$ cat config.mk
export PLATFORM = sky130hd
export DESIGN_NAME = seconds_to_calendar_date
export DESIGN_NICKNAME = d
export VERILOG_FILES = /design/src/stc_pkg.sv /design/src/stc_clock_split.sv /design/src/stc_date_walk.sv /design/src/seconds_to_calendar_date.sv
export SDC_FILE = /design/constraint.sdc
export NUM_CORES = 2
export LEC_CHECK = 0
export ABC_CLOCK_PERIOD_IN_PS = 6900
export BUFFER_PORTS_ARGS = -buffer_cell sky130_fd_sc_hd__buf_2
export CORE_UTILIZATION = 25
export DETAILED_ROUTE_END_ITERATION = 10
export PLACE_DENSITY = 0.4
export SLEW_MARGIN = 0
export SYNTH_ARGS = -nofsm -noshare
export SYNTH_HDL_FRONTEND = slang
export SYNTH_HIERARCHICAL = 1
export SYNTH_SLANG_ARGS = --single-unit
export TNS_END_PERCENT = 100
$ cat constraint.sdc
create_clock -name clk -period 6.9 [get_ports clk]
set_input_delay 0 -clock clk [delete_from_list [all_inputs] [get_ports clk]]
set_output_delay 0 -clock clk [all_outputs]
set_load 0.1 [all_outputs]
$ cat src/stc_pkg.sv
// Shared constants, types and the month table for the seconds-to-date converter.
// No dependencies; imported by every module of the block.
package stc_pkg;

  // Input and day-count widths
  localparam int unsigned SEC_W = 32;
  localparam int unsigned DAY_W = 16;

  // Cycles from an accepted start to the result strobe
  localparam int unsigned LATENCY = 10;

  // Reciprocals for exact division by constants
  localparam logic [31:0] RECIP_60   = 32'h8888_8889;  // x / 60 = (x * R) >> 37
  localparam logic [31:0] RECIP_24   = 32'hAAAA_AAAB;  // x / 24 = (x * R) >> 36
  localparam logic [21:0] RECIP_1461 = 22'd2939744;    // floor(2^32 / 1461), may be one low

  // Four-year cycle: a leap year first, then three common years
  localparam logic [10:0] DAYS_PER_CYCLE = 11'd1461;
  localparam logic [10:0] YEAR1_START    = 11'd366;
  localparam logic [10:0] YEAR2_START    = 11'd731;
  localparam logic [10:0] YEAR3_START    = 11'd1096;

  // First day of each month in a common year
  localparam logic [8:0] MONTH_START [12] = '{
    9'd0, 9'd31, 9'd59, 9'd90, 9'd120, 9'd151,
    9'd181, 9'd212, 9'd243, 9'd273, 9'd304, 9'd334
  };

  // Time of day carried alongside the date walk
  typedef struct packed {
    logic [4:0] hour;
    logic [5:0] minute;
    logic [5:0] second;
  } stc_hms_t;

  // First day of a month, shifted by one from March on in a leap year
  function automatic logic [8:0] month_start(input logic [3:0] idx, input logic leap);
    logic [8:0] base;
    base = MONTH_START[idx];
    return base + 9'((leap && (idx >= 4'd2)) ? 1 : 0);
  endfunction

endpackage

$ cat src/stc_clock_split.sv
// Splits a seconds count into whole days, hour, minute and second.
// Six register stages; uses stc_pkg for reciprocals and the time-of-day struct.
module stc_clock_split
  import stc_pkg::*;
(
  input  logic             clk,
  input  logic             rst_n,
  input  logic             in_valid,
  input  logic [SEC_W-1:0] in_seconds,
  output logic             out_valid,
  output logic [DAY_W-1:0] out_days,
  output stc_hms_t         out_hms
);

  logic [5:0]        v_r;
  logic [SEC_W-1:0]  t1_r;
  logic [63:0]       p1_r;
  logic [26:0]       q1_r, q1b_r;
  logic [5:0]        sec2_r, sec3_r, sec4_r, sec5_r, sec6_r;
  logic [63:0]       p2_r;
  logic [20:0]       q2_r, q2b_r;
  logic [5:0]        min4_r, min5_r, min6_r;
  logic [63:0]       p3_r;
  logic [DAY_W-1:0]  days_r;
  logic [4:0]        hour_r;

  logic [26:0]       q1_nxt;
  logic [31:0]       sec_full;
  logic [20:0]       q2_nxt;
  logic [26:0]       min_full;
  logic [DAY_W-1:0]  days_nxt;
  logic [20:0]       hour_full;

  // Quotient and remainder after each reciprocal product
  always_comb begin
    q1_nxt   = p1_r[63:37];
    sec_full = t1_r - (32'({q1_nxt, 6'b0}) - 32'({q1_nxt, 2'b0}));
    q2_nxt   = p2_r[57:37];
    min_full = q1b_r - (27'({q2_nxt, 6'b0}) - 27'({q2_nxt, 2'b0}));
    days_nxt = p3_r[51:36];
    hour_full = q2b_r - (21'({days_nxt, 4'b0}) + 21'({days_nxt, 3'b0}));
  end

  // Advance valid bits
  always_ff @(posedge clk) begin
    if (!rst_n) begin
      v_r <= '0;
    end else begin
      v_r <= {v_r[4:0], in_valid};
    end
  end

  // Payload stages
  always_ff @(posedge clk) begin
    // stage 1: multiply by 1/60
    t1_r   <= in_seconds;
    p1_r   <= 64'(in_seconds) * 64'(RECIP_60);
    // stage 2: minutes count and seconds
    q1_r   <= q1_nxt;
    sec2_r <= sec_full[5:0];
    // stage 3: multiply by 1/60 again
    p2_r   <= 64'(q1_r) * 64'(RECIP_60);
    q1b_r  <= q1_r;
    sec3_r <= sec2_r;
    // stage 4: hours count and minutes
    q2_r   <= q2_nxt;
    min4_r <= min_full[5:0];
    sec4_r <= sec3_r;
    // stage 5: multiply by 1/24
    p3_r   <= 64'(q2_r) * 64'(RECIP_24);
    q2b_r  <= q2_r;
    min5_r <= min4_r;
    sec5_r <= sec4_r;
    // stage 6: days and hour
    days_r <= days_nxt;
    hour_r <= hour_full[4:0];
    min6_r <= min5_r;
    sec6_r <= sec5_r;
  end

  assign out_valid      = v_r[5];
  assign out_days       = days_r;
  assign out_hms.hour   = hour_r;
  assign out_hms.minute = min6_r;
  assign out_hms.second = sec6_r;

endmodule

$ cat src/stc_date_walk.sv
// Turns a day count into year offset, month and day of month.
// Four register stages; uses stc_pkg for the cycle constants and month table.
module stc_date_walk
  import stc_pkg::*;
(
  input  logic             clk,
  input  logic             rst_n,
  input  logic             in_valid,
  input  logic [DAY_W-1:0] in_days,
  input  stc_hms_t         in_hms,
  output logic             out_valid,
  output logic [7:0]       out_year,
  output logic [3:0]       out_month,
  output logic [4:0]       out_day,
  output stc_hms_t         out_hms
);

  logic [3:0]       v_r;
  logic [37:0]      p4_r;
  logic [DAY_W-1:0] days1_r;
  logic [5:0]       cyc_r;
  logic [10:0]      rc_r;
  logic [7:0]       year3_r, year4_r;
  logic [8:0]       ry_r;
  logic             leap_r;
  logic [3:0]       month_r;
  logic [4:0]       day_r;
  stc_hms_t         hms1_r, hms2_r, hms3_r, hms4_r;

  logic [5:0]       cyc_est;
  logic [16:0]      r_est;
  logic [5:0]       cyc_nxt;
  logic [10:0]      rc_nxt;
  logic [1:0]       yin;
  logic [10:0]      ystart;
  logic [10:0]      ry_full;
  logic [10:0]      ge;
  logic [3:0]       midx;
  logic [8:0]       day_full;

  // Stage 2: cycle count with one correction step
  always_comb begin
    cyc_est = p4_r[37:32];
    r_est   = 17'(days1_r) - 17'(cyc_est) * 17'(DAYS_PER_CYCLE);
    if (r_est >= 17'(DAYS_PER_CYCLE)) begin
      cyc_nxt = cyc_est + 6'd1;
      rc_nxt  = 11'(r_est - 17'(DAYS_PER_CYCLE));
    end else begin
      cyc_nxt = cyc_est;
      rc_nxt  = r_est[10:0];
    end
  end

  // Stage 3: year within the cycle
  always_comb begin
    priority if (rc_r >= YEAR3_START) begin
      yin = 2'd3; ystart = YEAR3_START;
    end else if (rc_r >= YEAR2_START) begin
      yin = 2'd2; ystart = YEAR2_START;
    end else if (rc_r >= YEAR1_START) begin
      yin = 2'd1; ystart = YEAR1_START;
    end else begin
      yin = 2'd0; ystart = '0;
    end
    ry_full = rc_r - ystart;
  end

  // Stage 4: month by parallel compares against month starts
  always_comb begin
    for (int m = 1; m < 12; m++) begin
      ge[m-1] = (ry_r >= month_start(4'(m), leap_r));
    end
    midx     = 4'($countones(ge));
    day_full = ry_r - month_start(midx, leap_r) + 9'd1;
  end

  // Advance valid bits
  always_ff @(posedge clk) begin
    if (!rst_n) begin
      v_r <= '0;
    end else begin
      v_r <= {v_r[2:0], in_valid};
    end
  end

  // Payload stages
  always_ff @(posedge clk) begin
    p4_r    <= 38'(in_days) * 38'(RECIP_1461);
    days1_r <= in_days;
    hms1_r  <= in_hms;

    cyc_r   <= cyc_nxt;
    rc_r    <= rc_nxt;
    hms2_r  <= hms1_r;

    year3_r <= {cyc_r, yin};
    ry_r    <= ry_full[8:0];
    leap_r  <= (yin == 2'd0);
    hms3_r  <= hms2_r;

    year4_r <= year3_r;
    month_r <= midx + 4'd1;
    day_r   <= day_full[4:0];
    hms4_r  <= hms3_r;
  end

  assign out_valid = v_r[3];
  assign out_year  = year4_r;
  assign out_month = month_r;
  assign out_day   = day_r;
  assign out_hms   = hms4_r;

endmodule

$ cat src/seconds_to_calendar_date.sv
// Seconds since 2000-01-01 to calendar date and time of day.
// The out_valid strobe follows a start transfer through the clock-split stages, then the date-walk stages.
// Throughput: one conversion per cycle; busy is always low, so start may be high every cycle.
// The delay is set by the three reciprocal multiplies of the clock split and the date walk, each behind a register.
// Reset (synchronous, active low) clears the valid bits; items in flight are dropped.
// Depends on stc_pkg, stc_clock_split and stc_date_walk.
module seconds_to_calendar_date
  import stc_pkg::*;
(
  input  logic             clk,
  input  logic             rst_n,
  input  logic             start,
  output logic             busy,
  input  logic [SEC_W-1:0] in_seconds_count,
  output logic             out_valid,
  output logic [7:0]       out_year_offset,
  output logic [3:0]       out_month_number,
  output logic [4:0]       out_day_of_month,
  output logic [4:0]       out_hour_of_day,
  output logic [5:0]       out_minute_of_hour,
  output logic [5:0]       out_second_of_minute
);

  logic             split_valid;
  logic [DAY_W-1:0] split_days;
  stc_hms_t         split_hms;
  stc_hms_t         walk_hms;

  // The pipeline never stalls
  assign busy = 1'b0;

  stc_clock_split u_split (
    .clk        (clk),
    .rst_n      (rst_n),
    .in_valid   (start),
    .in_seconds (in_seconds_count),
    .out_valid  (split_valid),
    .out_days   (split_days),
    .out_hms    (split_hms)
  );

  stc_date_walk u_walk (
    .clk       (clk),
    .rst_n     (rst_n),
    .in_valid  (split_valid),
    .in_days   (split_days),
    .in_hms    (split_hms),
    .out_valid (out_valid),
    .out_year  (out_year_offset),
    .out_month (out_month_number),
    .out_day   (out_day_of_month),
    .out_hms   (walk_hms)
  );

  assign out_hour_of_day      = walk_hms.hour;
  assign out_minute_of_hour   = walk_hms.minute;
  assign out_second_of_minute = walk_hms.second;

  // Every accepted transfer yields a result after the fixed latency
  a_latency: assert property (@(posedge clk) disable iff (!rst_n)
    (start && !busy) |-> ##LATENCY out_valid)
    else $error("result missing after start");

  // No result without a matching start
  a_no_spurious: assert property (@(posedge clk) disable iff (!rst_n)
    out_valid |-> $past(start, LATENCY))
    else $error("result without start");

  // February stays within its length for the year
  a_february: assert property (@(posedge clk) disable iff (!rst_n)
    (out_valid && (out_month_number == 4'd2)) |->
      ((out_day_of_month <= 5'd28) ||
       ((out_day_of_month == 5'd29) && (out_year_offset[1:0] == 2'd0))))
    else $error("February day out of range");

  // Month stays in range, day is at least one and hour is at most 23
  a_ranges: assert property (@(posedge clk) disable iff (!rst_n)
    out_valid |-> ((out_month_number >= 4'd1) && (out_month_number <= 4'd12) &&
                   (out_day_of_month >= 5'd1) && (out_hour_of_day <= 5'd23)))
    else $error("date field out of range");

endmodule
---- After elaboration in Yosys (flattened, before gate mapping) ----
Memory sizes are Yosys's and may differ from the RTL's.
Cells that the tools add are included.
W data, S select, Z words.
operators by class
  add/subtract/negate cells ............... 34
  $mul .................................... 5
  order comparisons ....................... 17
  mux-type cells .......................... 12
  bitwise operators ....................... 1
  reduce and logical (&&, ||, !) cells .... 2
operators by type and width
  cell                      number
  $ge A9 B9 Y1              10
  $mul A32 B32 Y64 const B  1
  $mul A27 B32 Y58 const B  1
  $mul A21 B32 Y52 const B  1
  $add A8 B9 Y9 const A     4
  $mul A16 B17 Y33 const B  1
  $add A9 B9 Y9 const A     3
  $mux W9                   3
  $add A7 B9 Y9 const A     2
  $ge A17 B11 Y1 const B    1
  $mul A6 B11 Y17 const B   1
  $sub A16 B17 Y17          1
  $add A4 B4 Y4             4
  $sub A1 B6 Y6 const A     2
  $sub A6 B6 Y6             2
  $ge A11 B10 Y1 const B    1
  $ge A11 B11 Y1 const B    1
  $ge A11 B9 Y1 const B     1
  $mux W11                  1
  $sub A11 B11 Y11 const B  1
  $add A1 B1 Y2             5
  $add A5 B5 Y5             2
  $mux W5                   2
  $sub A5 B5 Y5             2
  15 further kinds          18
word-level totals
  register bits after elaboration ......... 487
  ROM bits ................................ 144
  input bits .............................. 35
  word-level logic and storage cells ...... 114
  memories kept ........................... 1
memory list
  memory           depth  width  read ports  clocked after Yosys merged registers in  write ports  line           text
  (no name shown)  16     9      1           0                                        0            stc_pkg.sv:39  base = MONTH_START[idx];

---- Longest topological paths before layout ----
  depth after elaboration ................. 14
  mapped depth ............................ 27
  gate-level depth less buffers ........... 27

---- Hierarchy ----
Netlist, hierarchy kept.
modules (own cells, without submodules)
  module                    instances  cells each  area each (um^2)  seq. area each (um^2)
  stc_clock_split           1          2620        27053.4           4083.9
  stc_date_walk             1          1087        11305.8           2922.8
  seconds_to_calendar_date  1          2           11.3              0.0

---- Least setup slack after synthesis ----
No wires, ideal clock.
  path kind ............................... reg-to-reg
  start ................................... register u_split.q2_r[15]
  end ..................................... register u_split.p3_r[51]
  arrival time ............................ 6094 ps
  setup slack ............................. 734 ps
  cell stages (with the launch flop) ...... 22
  clock period less this slack ............ 6166 ps
  cells stage by stage .................... dfxtp_1 ha_1 fa_1 inv_1 fa_1 fa_1 inv_1 fa_1 inv_1 fa_1 inv_1 fa_1 ha_1 and2_1 a221oi_1 o21ai_0 a211oi_2 o21ai_1 a311oi_2 a21oi_1 a21oi_1 xnor2_1
on the way
  cells in the longest elaborated chain, start to end .. 1
RTL lines
  what                    line                   text
  start, declared         stc_clock_split.sv:21  logic [20:0] q2_r, q2b_r;
  start signal, assigned  stc_clock_split.sv:66  q2_r <= q2_nxt;
  $mul A21 B32 Y52        stc_clock_split.sv:70  p3_r <= 64'(q2_r) * 64'(RECIP_24);
  end signal, assigned    stc_clock_split.sv:70
  end, declared           stc_clock_split.sv:23  logic [63:0] p3_r;
No other way between the ends.
A chain may end at the register's enable or synchronous reset.

---- Worst setup path in the final report ----
  start ................................... input port in_seconds_count[1]
  end ..................................... register u_split.p1_r[59]
on the way
  cells in the longest elaborated chain, start to end .. 1
RTL lines
  what                  line                            text
  start, declared       seconds_to_calendar_date.sv:14  input logic [SEC_W-1:0] in_seconds_count,
  $mul A32 B32 Y64      stc_clock_split.sv:57           p1_r <= 64'(in_seconds) * 64'(RECIP_60);
  end signal, assigned  stc_clock_split.sv:57
  end, declared         stc_clock_split.sv:17           logic [63:0] p1_r;
No other way between the ends.

==> impl_metrics.py <==
metrics = {
    "yosys": {
        "yosysWarnings": 6,
        "synth-edff-count": 0,
        "postSynthAreaPerCell_sq_um": 10.3,
        "yosys_register_bits": 350,
        "synthFlopType": "dfxtp_1",
        "syn_area_sq_mm": 0.0384,
        "syn_nets": 5123,
        "seq_area_frac_synth_pct": 18.3,
        "synth_top_area_share_pct": 27.8,
        "synthCells": 3709,
        "synth.distinct_cells": 92,
        "synthArstFlopShare_pct": 0,
        "synth_area_leaders": "fa_1 (28%), ha_1 (28%), dfxtp_1 (18%), inv_1 (9.4%), xnor2_1 (2.1%)",
        "synth_top_cell_by_area": "fa_1",
    },
    "job": {
        "cap_viol_max_count": 0,
    },
    "detailed_routing": {
        "num_vias": 24366,
        "firstDrtPassIters": 5,
        "ant_nets": 0,
        "wire_per_inst_um": 15.7,
        "routed_wl_mm": 92.7,
        "drt_iter0_markers": 876,
        "post-route-drc-count": 0,
        "vias_per_cell": 4.12,
    },
    "final_layout": {
        "area_delta_synth_final_pct": 12.3,
        "nets": 5256,
        "drive_gt1_share_pct": 6.14,
        "layout_commonest_cell": "inv_1",
        "fin_util_pct": 28.3,
        "final_cell_mix": "inv_1 (962), ha_1 (847), fa_1 (531)",
    },
    "critical_path": {
        "reg2reg_setup_slack_ns": 0.32,
        "cp_max_fo": 7,
        "r2r_start": "u_split/q2_r[15]",
        "path_common_cell": "fa_1",
        "endpoint": "u_split/p1_r[59]",
        "critPathMaxStageDelay_ns": 0.65,
        "ff2ff_path_depth": 22,
        "crit_slowest_cell": "fa_1",
        "required_ns": 7.43,
        "startpoint": "in_seconds_count[1]",
        "crit_arrival_ns": 7.15,
        "end_kind": "register",
        "critPathKind": "input port to register",
        "cp-start-kind": "input port",
        "r2r_end": "u_split/p3_r[51]",
        "path_cells": "dlygate4sd3_1 > buf_2 > ha_1 > fa_1 > inv_1 > fa_1 > fa_1 > inv_1 > fa_1 > inv_1 > fa_1 > fa_1 > inv_1 > ha_1 > and4_1 > nand2_1 > nor2_1 > o2111ai_1 > and3_1 > o31ai_4 > a31oi_1 > o21ai_1 > xor2_1",
    },
    "sta": {
        "slew_violations": 0,
        "clock_skew_ns": 0.0434,
        "hold_viol_final": 0,
        "fin_crit_sh_pct": 96.0,
        "fmax_mhz": 151,
        "worstMarginPinSlew_ns": 0.928,
        "relSlewSlack_pct": 38.1,
        "hold_ws_ns": 0.159,
        "rsz0062_at_grt": "yes",
        "setup_viol_count_final": 0,
        "fin_crit_ns": 6.62,
    },
    "cts": {
        "clock-sinks": 350,
        "cts.path.max_buffers": 3,
        "htree_levels": 2,
        "tritoncts": "yes",
        "clkTransAtPathRegs_ns": 0.06,
        "clk_latency_ns": 0.62,
        "numCtsBuffers": 45,
        "cts_root_buf": "clkbuf_16",
    },
    "placement": {
        "dp_hpwl_mm": 81.8,
        "port_buffers": 69,
        "gp_congestion": 0.832,
    },
    "global_route": {
        "grt_max_degree": 15,
        "grt_pass1_vias": 26513,
        "grt_use_total_pct": 12.3,
        "gr-total-overflow": 0,
        "grt_pass1_wl_mm": 149,
        "antenna_found_initial": 5,
    },
    "floorplan": {
        "start_util_pct": 25.2,
        "core_area_sq_mm": 0.152,
        "rows": 143,
        "die_area_sq_mm": 0.155,
        "die_h_um": 394,
        "pin_count": 71,
        "die_x_um": 394,
    },
    "run_status": {
        "status": "completed",
    },
    "min_path": {
        "hold_class": "input port to register",
    },
}
[cell type report]
class | instances | area (sq um)
Antenna cell | 1 | 2.50
Sequential cell | 350 | 7010
Inverter | 964 | 3620
Clock buffer | 54 | 1230
Tap cell | 2030 | 2540
Clock inverter | 29 | 344
Multi-Input combinational cell | 2373 | 27700
Fill cell | 16146 | 109000
Timing Repair Buffer | 108 | 661
[per-stage QoR]
step	instances	cell area (sq um)	setup slack, ns	setup TNS, ns
global placement	5813	41300	0.135	0
CTS	5905	43000	0.0470	0
detailed placement	5813	41300	0.106	0
global route	5908	43100	-0.0471	-0.0637
floorplan	3709	38400	0.734	0
finish	5909	43100	0.278	0
[registers in the layout, summed over array words and instances, names as in the netlist, 9 cells and up]
signal / cells
u_walk/days1_r: 16
u_split/q1_r: 27
u_split/p2_r: 21
u_split/out_days: 16
u_walk/rc_r: 11
u_walk/hms1_r: 17
u_walk/ry_r: 9
u_walk/out_hms: 17
u_walk/hms3_r: 17
u_split/p1_r: 30
u_split/q2_r: 21
u_walk/hms2_r: 17
u_split/p3_r: 16
[critical path, delay by kind of cell]
family / cells / cell delay, ns
AO/OA/AOI/OAI: 4 / 1.09
XOR/XNOR: 1 / 0.16
adder cells (fa/ha/maj): 8 / 3.97
buffers and inverters: 6 / 0.95
AND/OR/NAND/NOR: 4 / 0.96
[cells by family after synthesis]
kind of cell / synth area share [%]
compound gates: 8.63
xor+xnor: 3.04
fa+ha+maj: 55.4
buf+inv: 9.72
flops: 18.3
mux: 0.0913
other cells: 0.00977
simple gates: 4.85
[cell usage after synthesis, drive strengths merged, types with 19 or more instances]
master    n
xor2     42
a31oi    29
fa      532
nor2b    19
nand3    37
a21oi   160
o21ai    81
o21a     19
a21o     72
o21bai   21
nor3     20
xnor2    91
ha      847
dfxtp   350
nand2    97
inv     963
nand4    24
nor2     81
[worst min path at each step]
stage,start,to,slack (ns),cells after the start
6_report,in_seconds_count[0],u_split/p1_r[0],0.16,2
5_1_grt,in_seconds_count[0],u_split/p1_r[0],0.14,2
4_1_cts,in_seconds_count[0],u_split/p1_r[0],0.08,2
3_5_place_dp,start,u_split/v_r[0],0.21,2
3_3_place_gp,in_seconds_count[5],u_split/t1_r[5],0.21,1
2_1_floorplan,in_seconds_count[0],u_split/p1_r[0],0.03,0
[metal layers]
metal / vias to the layer above / share of wire (%) / global-route usage, %
met4: 0 / 2.2 / 3.09
met2: 238 / 47 / 20.3
met5: - / 0 / 0
met3: 89 / 2.4 / 1.40
li1: 12209 / - / -
met1: 11830 / 49 / 17.0
[repair_timing]
action	4_1_cts	5_1_grt
hold buffers	9	0
endpoints found under the setup margin	0	11
setup buffers	0	3
endpoints found under the hold margin	16	0
gates resized for setup	0	7
Power is left out: the tool's default activity adds up to more than one toggle a clock period on the data nets, which glitch-free logic cannot reach.
